$ cat src/rtl/rlx_pkg.sv
`timescale 1ns / 1ps

package rlx_pkg;

	localparam int STORE_DEPTH = 24;
	localparam int SHORT_LAG   = 10;
	localparam int WORD_W      = 24;
	localparam int OUT_W       = 48;
	localparam int SEED_W      = 31;
	localparam int LUX_W       = 3;
	localparam int SKIP_W      = 9;
	localparam int SMALL_W     = 12;

	localparam logic [15:0]     LCG_A   = 16'd40014;
	localparam logic [6:0]      LCG_FOLD = 7'd85;
	localparam logic [SEED_W:0] LCG_M   = 32'd2147483563;

	localparam logic [LUX_W-1:0] LUX_RESET  = 3'd3;
	localparam logic [SKIP_W-1:0] SKIP_RESET = 9'd199;

	typedef struct packed {
		logic step;
		logic load;
	} cell_ctl_t;

	function automatic logic [SKIP_W-1:0] skip_for_level(input logic [LUX_W-1:0] level);
		logic [SKIP_W-1:0] len;
		case (level)
			3'd0:    len = 9'd0;
			3'd1:    len = 9'd24;
			3'd2:    len = 9'd73;
			3'd4:    len = 9'd365;
			default: len = 9'd199;
		endcase
		return len;
	endfunction

endpackage

$ cat src/rtl/rlx_cell.sv
`timescale 1ns / 1ps

module rlx_cell (
	input  logic                          clk,
	input  logic                          arst_n,
	input  rlx_pkg::cell_ctl_t            ctl,
	input  logic [rlx_pkg::WORD_W-1:0]    up_word,
	input  logic [rlx_pkg::WORD_W-1:0]    down_word,
	output logic [rlx_pkg::WORD_W-1:0]    word
);

	logic [rlx_pkg::WORD_W-1:0] word_q;

	always_ff @(posedge clk or negedge arst_n) begin
		if (!arst_n) begin
			word_q <= '0;
		end else if (ctl.step) begin
			word_q <= up_word;
		end else if (ctl.load) begin
			word_q <= down_word;
		end
	end

	assign word = word_q;

endmodule

$ cat src/rtl/rlx_lcg.sv
`timescale 1ns / 1ps

module rlx_lcg #(
	parameter int STORE_DEPTH = rlx_pkg::STORE_DEPTH
) (
	input  logic                          clk,
	input  logic                          arst_n,
	input  logic                          start,
	input  logic [rlx_pkg::SEED_W-1:0]    seed,
	output logic                          word_valid,
	output logic                          last,
	output logic [rlx_pkg::WORD_W-1:0]    word
);

	localparam int CNT_W = $clog2(STORE_DEPTH);
	localparam logic [CNT_W-1:0] LAST_CNT = CNT_W'(STORE_DEPTH - 1);

	localparam logic [1:0] PH_IDLE = 2'd0;
	localparam logic [1:0] PH_MUL  = 2'd1;
	localparam logic [1:0] PH_RED  = 2'd2;

	logic [1:0]                     phase_q;
	logic [CNT_W-1:0]               cnt_q;
	logic [rlx_pkg::SEED_W-1:0]     x_q;
	logic [rlx_pkg::SEED_W+15:0]    prod_s1;
	logic [rlx_pkg::SEED_W:0]       fold;
	logic [rlx_pkg::SEED_W:0]       reduced;

	always_comb begin
		fold = {1'b0, prod_s1[rlx_pkg::SEED_W-1:0]}
			+ ({16'd0, prod_s1[rlx_pkg::SEED_W+15:rlx_pkg::SEED_W]}
			* {25'd0, rlx_pkg::LCG_FOLD});
		reduced = (fold >= rlx_pkg::LCG_M) ? fold - rlx_pkg::LCG_M : fold;
	end

	always_ff @(posedge clk or negedge arst_n) begin
		if (!arst_n) begin
			phase_q <= PH_IDLE;
			cnt_q   <= '0;
		end else begin
			unique case (phase_q)
				PH_IDLE: begin
					if (start) begin
						phase_q <= PH_MUL;
						cnt_q   <= '0;
					end
				end
				PH_MUL: phase_q <= PH_RED;
				PH_RED: begin
					if (cnt_q == LAST_CNT) begin
						phase_q <= PH_IDLE;
					end else begin
						phase_q <= PH_MUL;
						cnt_q   <= cnt_q + CNT_W'(1);
					end
				end
				default: phase_q <= PH_IDLE;
			endcase
		end
	end

	always_ff @(posedge clk) begin
		if (phase_q == PH_IDLE && start) begin
			x_q <= seed;
		end else if (phase_q == PH_RED) begin
			x_q <= reduced[rlx_pkg::SEED_W-1:0];
		end
		if (phase_q == PH_MUL) begin
			prod_s1 <= {16'd0, x_q} * {31'd0, rlx_pkg::LCG_A};
		end
	end

	assign word_valid = (phase_q == PH_RED);
	assign last       = word_valid && (cnt_q == LAST_CNT);
	assign word       = reduced[rlx_pkg::WORD_W-1:0];

endmodule

$ cat src/rtl/ranlux_subtract_with_borrow_core.sv
`timescale 1ns / 1ps

// Subtract-with-borrow generator with lags 24 and 10 on 24-bit words. A transaction with
// tuser high reseeds the lag words from a multiplicative generator and returns nothing;
// each word takes a registered multiply, then a modular fold, and no transaction is taken
// until all lag words are loaded. A transaction with tuser low returns one 48-bit
// fraction; the row of word cells shifts once per generator step. After every 24th draw
// the block runs the skip length latched at the last reseed (0, 24, 73, 199 or 365 steps
// by luxury level) at one step per cycle. The luxury level takes effect at the next
// reseed. A draw waits while an earlier result is not taken.
module ranlux_subtract_with_borrow_core #(
	parameter int STORE_DEPTH = rlx_pkg::STORE_DEPTH
) (
	input  logic                            clk,
	input  logic                            arst_n,
	input  logic                            cfg_we,
	input  logic [rlx_pkg::LUX_W-1:0]       cfg_wdata,
	input  logic                            s_tvalid,
	output logic                            s_tready,
	input  logic [31:0]                     s_tdata,   // [30:0] seed_value, [31] zero
	input  logic [0:0]                      s_tuser,   // [0] opcode
	output logic                            m_tvalid,
	input  logic                            m_tready,
	output logic [rlx_pkg::OUT_W-1:0]       m_tdata    // [47:0] random_fraction
);

	localparam int SHORT_TAP = STORE_DEPTH - rlx_pkg::SHORT_LAG;
	localparam int CNT_W     = $clog2(STORE_DEPTH);
	localparam logic [CNT_W-1:0] LAST_DRAW = CNT_W'(STORE_DEPTH - 1);

	localparam logic [1:0] ST_IDLE = 2'd0;
	localparam logic [1:0] ST_SEED = 2'd1;
	localparam logic [1:0] ST_SKIP = 2'd2;

	logic [1:0]                      state_q;
	logic [rlx_pkg::LUX_W-1:0]       luxury_q;
	logic [rlx_pkg::SKIP_W-1:0]      skip_len_q;
	logic [rlx_pkg::SKIP_W-1:0]      skip_cnt_q;
	logic [CNT_W-1:0]                draw_cnt_q;
	logic                            borrow_q;
	logic                            out_valid_q;
	logic [rlx_pkg::OUT_W-1:0]       out_data_q;

	logic [rlx_pkg::WORD_W-1:0]      cell_word [STORE_DEPTH];
	rlx_pkg::cell_ctl_t              cell_ctl;

	logic                            accept;
	logic                            do_draw;
	logic                            do_seed;
	logic                            step;
	logic [rlx_pkg::WORD_W:0]        diff;
	logic [rlx_pkg::WORD_W-1:0]      d;
	logic [rlx_pkg::OUT_W-1:0]       frac;

	logic                            lcg_valid;
	logic                            lcg_last;
	logic [rlx_pkg::WORD_W-1:0]      lcg_word;

	assign s_tready = (state_q == ST_IDLE) && (!out_valid_q || m_tready);
	assign accept   = s_tvalid && s_tready;
	assign do_draw  = accept && !s_tuser[0];
	assign do_seed  = accept && s_tuser[0];
	assign step     = do_draw || (state_q == ST_SKIP);

	always_comb begin
		diff = {1'b0, cell_word[SHORT_TAP]} - {1'b0, cell_word[0]}
			- {{rlx_pkg::WORD_W{1'b0}}, borrow_q};
		d = diff[rlx_pkg::WORD_W-1:0];
		frac = {d, rlx_pkg::WORD_W'(0)};
		if (d[rlx_pkg::WORD_W-1:rlx_pkg::SMALL_W] == '0) begin
			frac[rlx_pkg::WORD_W-1:0] = cell_word[SHORT_TAP+1];
		end
		if (frac == '0) begin
			frac = rlx_pkg::OUT_W'(1);
		end
	end

	assign cell_ctl.step = step;
	assign cell_ctl.load = lcg_valid;

	for (genvar j = 0; j < STORE_DEPTH; j++) begin : g_cell
		logic [rlx_pkg::WORD_W-1:0] up_w;
		logic [rlx_pkg::WORD_W-1:0] down_w;
		if (j == STORE_DEPTH - 1) begin : g_top
			assign up_w = d;
		end else begin : g_mid
			assign up_w = cell_word[j+1];
		end
		if (j == 0) begin : g_bot
			assign down_w = lcg_word;
		end else begin : g_low
			assign down_w = cell_word[j-1];
		end
		rlx_cell u_cell (
			.clk       (clk),
			.arst_n    (arst_n),
			.ctl       (cell_ctl),
			.up_word   (up_w),
			.down_word (down_w),
			.word      (cell_word[j])
		);
	end

	rlx_lcg #(
		.STORE_DEPTH (STORE_DEPTH)
	) u_lcg (
		.clk        (clk),
		.arst_n     (arst_n),
		.start      (do_seed),
		.seed       (s_tdata[rlx_pkg::SEED_W-1:0]),
		.word_valid (lcg_valid),
		.last       (lcg_last),
		.word       (lcg_word)
	);

	always_ff @(posedge clk or negedge arst_n) begin
		if (!arst_n) begin
			state_q     <= ST_IDLE;
			luxury_q    <= rlx_pkg::LUX_RESET;
			skip_len_q  <= rlx_pkg::SKIP_RESET;
			skip_cnt_q  <= '0;
			draw_cnt_q  <= '0;
			borrow_q    <= 1'b1;
			out_valid_q <= 1'b0;
		end else begin
			if (cfg_we) begin
				luxury_q <= cfg_wdata;
			end
			if (do_draw) begin
				out_valid_q <= 1'b1;
			end else if (m_tready) begin
				out_valid_q <= 1'b0;
			end
			if (step) begin
				borrow_q <= diff[rlx_pkg::WORD_W];
			end
			unique case (state_q)
				ST_IDLE: begin
					if (do_seed) begin
						state_q    <= ST_SEED;
						skip_len_q <= rlx_pkg::skip_for_level(luxury_q);
						draw_cnt_q <= '0;
					end else if (do_draw) begin
						if (draw_cnt_q == LAST_DRAW) begin
							draw_cnt_q <= '0;
							if (skip_len_q != '0) begin
								state_q    <= ST_SKIP;
								skip_cnt_q <= skip_len_q - rlx_pkg::SKIP_W'(1);
							end
						end else begin
							draw_cnt_q <= draw_cnt_q + CNT_W'(1);
						end
					end
				end
				ST_SEED: begin
					if (lcg_last) begin
						state_q  <= ST_IDLE;
						borrow_q <= (lcg_word == '0);
					end
				end
				ST_SKIP: begin
					if (skip_cnt_q == '0) begin
						state_q <= ST_IDLE;
					end else begin
						skip_cnt_q <= skip_cnt_q - rlx_pkg::SKIP_W'(1);
					end
				end
				default: state_q <= ST_IDLE;
			endcase
		end
	end

	always_ff @(posedge clk) begin
		if (do_draw) begin
			out_data_q <= frac;
		end
	end

	assign m_tvalid = out_valid_q;
	assign m_tdata  = out_data_q;

endmodule

$ cat config.mk
export PLATFORM = sky130hd
export DESIGN_NAME = ranlux_subtract_with_borrow_core
export DESIGN_NICKNAME = d
export VERILOG_FILES = /design/src/rtl/rlx_pkg.sv /design/src/rtl/rlx_cell.sv /design/src/rtl/rlx_lcg.sv /design/src/rtl/ranlux_subtract_with_borrow_core.sv
export SDC_FILE = /design/constraint.sdc
export NUM_CORES = 2
export LEC_CHECK = 0
export BUFFER_PORTS_ARGS = -buffer_cell sky130_fd_sc_hd__clkbuf_2
export CORE_ASPECT_RATIO = 1.4
export CORE_MARGIN = 2
export CORE_UTILIZATION = 58
export DETAILED_ROUTE_END_ITERATION = 8
export GPL_ROUTABILITY_DRIVEN = 0
export PLACE_DENSITY = 0.82
export SLEW_MARGIN = 20
export SYNTH_ARGS = -nofsm -noshare
export SYNTH_HDL_FRONTEND = slang
export SYNTH_SLANG_ARGS = --single-unit
$ cat constraint.sdc
create_clock -name clk -period 5.9 [get_ports clk]
set_input_delay 0.59 -clock clk [delete_from_list [all_inputs] [get_ports clk]]
set_output_delay 0.59 -clock clk [all_outputs]
set_load 0.1 [all_outputs]
==> run metrics <==
clock transition at the registers of the reported paths=70 ps; Synth Flop Type=dfrtp_1; M3 GR Usage=0.0527; Cells after Synth=4909; initial antenna violation count=3; Hold WS=-22.0 ps; Die Footprint=0.0777 mm2; DR DRC count=0; Mean Syn Cell Area=8.91 um2; post-route ant nets=0; Seq cells post-synth=735; Worst Path Required=6480 ps; largest net degree at the start of global routing=259; final instance area=0.0513 mm2; Initial Util=0.583; Highest Clock Rate=0.140 GHz; global route hottest layer=met2; RSZ-0062 raised after global routing=true; crit-path max FO=5; Cell Area, Placed=0.0468 mm2; part of the Yosys area used for sequential elements=0.435; global-route wire length before repair=191000 um; critical path arrival=7740 ps; drt pass-1 iters=7; Max-Cap Viols=0; Mapped Nets=5382; CTS tree=yes; total CTS buffers=71; Filler cells=5097; Die Ht=329 um; CP Class=reg2reg; vias=38600; DRT iter0 DRCs=4694; Hold Buf Count CTS=0; Core Box Area=0.0750 mm2; share of cells above drive strength 1=0.160; Synth async-reset ratio=0.830; mapped cell area=0.0438 mm2; IO Pins=91; DR WL/cell=21.1 um; gr usage total=0.307; final WL=129000 um; status=finished, violations left; Max Slew Vio Count=0; Worst-Margin Slew=1160 ps; GRT Residual Overflow=0; vias in the first global route=36900; area taken by flip-flops and latches=0.0190 mm2; multi-input combinational cell area=0.0243 mm2; FP Rows=119; Post-synth EDFFs=125; worst min path class=in2async; Slew HR=0.225; dpl hpwl=78200 um; CTS sink cnt=735; CP Capture Type=flop; synth unique cells=83; die width=236 um; worst stage delay on the critical path=670 ps; Tcrit/Tclk final=1.21; Nets=5591; Final Setup Violations=76; met2 usage=0.516; failing checks=negative hold slack, negative setup slack; Fin. Hold Viols=4; Port Buf Inserts=89; CP max stage cell=o211ai_1; min Tclk post-route=7160 ps; root buffer cell=clkbuf_16; Setup Skew=42.9 ps; CP Launch Type=flop; routing usage on met1=0.351; Clock Tree Buf Depth=3; Syn-to-layout area delta=17.2%; Worst-Skew Late Latency=670 ps; Vias/cell=6.29; YS warnings=0; htree depth=3; Setup WS post-layout=-1260 ps; most used cell, CP=buf_4
-- synthesized netlist by cell type (all sizes together) (43+ instances only) --
cell,count,area share
nor2,673,0.058
a21oi,127,0.015
fa,175,0.080
xor2,43,0.0086
clkbuf,281,0.024
a31oi,560,0.080
inv,231,0.020
ha,257,0.073
o21ai,82,0.0095
edfxtp,125,0.086
dfrtp,604,0.35
nand2,1225,0.11
a21o,46,0.0079
xnor2,64,0.013
-- worst paths after layout --
check	from	end	slack [ps]	depth (start not counted)
setup / recovery	u_lcg.prod_s1[33]$_DFFE_PN_	borrow_q$_DFF_PN1_	-1260	25
hold / removal	arst_n	draw_cnt_q[2]$_DFFE_PN0P_	-20	1
setup reg to reg	u_lcg.prod_s1[33]$_DFFE_PN_	borrow_q$_DFF_PN1_	-1260	25
hold reg to reg	skip_len_q[6]$_DFFE_PN1P_	skip_len_q[6]$_DFFE_PN1P_	520	2
max in group asynchronous	arst_n	g_cell[18].u_cell.word[4]$_DFFE_PN0P_	4410	2
min in group clk	cfg_wdata[2]	luxury_q[2]$_DFFE_PN0P_	190	2
-- what timing repair did --
action | in CTS | in global routing
setup buffers | 43 | 42
gates cloned | 1 | 0
pin swaps | 110 | 125
resized for setup | 126 | 150
endpoints found under the setup margin | 65 | 80
-- critical path: cells and delay by family (launching register included) --
| family | cells | cell delay [ps] |
|---|---|---|
| flip-flops | 1 | 400 |
| AND/OR/NAND/NOR | 4 | 1190 |
| multiplexers | 1 | 90 |
| adder cells (fa/ha/maj) | 5 | 1700 |
| buffers and inverters | 5 | 680 |
| AO/OA/AOI/OAI | 9 | 2810 |
| XOR/XNOR | 1 | 190 |
-- sequential cells by signal (all words and copies together) (netlist names) --
| register | cells |
|---|---|
| m_tvalid | 1 |
| m_tdata | 48 |
| g_cell.u_cell.word | 576 |
| state_q | 2 |
| u_lcg.prod_s1 | 46 |
| u_lcg.phase_q | 2 |
| u_lcg.x_q | 31 |
| luxury_q | 3 |
| u_lcg.cnt_q | 5 |
| skip_len_q | 6 |
| borrow_q | 1 |
| draw_cnt_q | 5 |
| skip_cnt_q | 9 |
-- stage by stage --
step	cells	utilization	setup TNS, ps	setup WS, ps	hold slack (ps)
after floorplan	4909	-	-0.0515	-0.0515	294
after global routing	6142	0.683	-46800	-1330	49.5
after global placement	5936	0.624	-8840	-327	490
after CTS	6108	0.670	-2460	-302	26.1
final	6144	0.683	-42150	-1260	-22.0
after detailed placement	5936	0.624	-19010	-474	494
-- cell usage in the layout (no fill, tap or decap), drive strengths merged, types with 13 or more instances in the layout --
master     n
nand2   1225
nor2     673
dfrtp    604
a31oi    560
buf      346
ha       257
inv      239
clkbuf   178
fa       175
a21oi    127
edfxtp   125
o21ai     82
xnor2     64
a21o      46
xor2      43
nand3     33
nor3      30
nor4b     26
nand2b    25
a211oi    22
and3      21
o21a      19
clkinv    19
mux2i     15
o211ai    14
o21bai    13
-- final cells by class --
class,instances,share of cell area
clock inverters,39,0.00944
inverters,231,0.0169
flip-flops and latches,735,0.371
clock buffers,90,0.0382
multi-input cells,3645,0.475
well taps,968,0.0236
diodes,2,0.0000976
repair buffers,434,0.0662
-- metal layers --
layer	up-vias	wire length [um]
li1	17100	-
met1	18700	45500
met2	2060	61900
met3	746	9880
met4	2	12000
met5	-	11
-- logic make-up (layout without fill, tap and decap cells) --
kind of cell,Yosys count,count (layout),share of synthesized area
xor+xnor,107,107,0.0214
mux,19,19,0.00446
compound gates,962,962,0.141
fa+ha+maj,432,432,0.154
buf+inv,530,794,0.0462
simple gates,2124,2125,0.199
flops,735,735,0.435
other cells,0,2,0
Power is not shown: default switching activity piles up to over one toggle a cycle in this logic, so the estimate is an artifact.
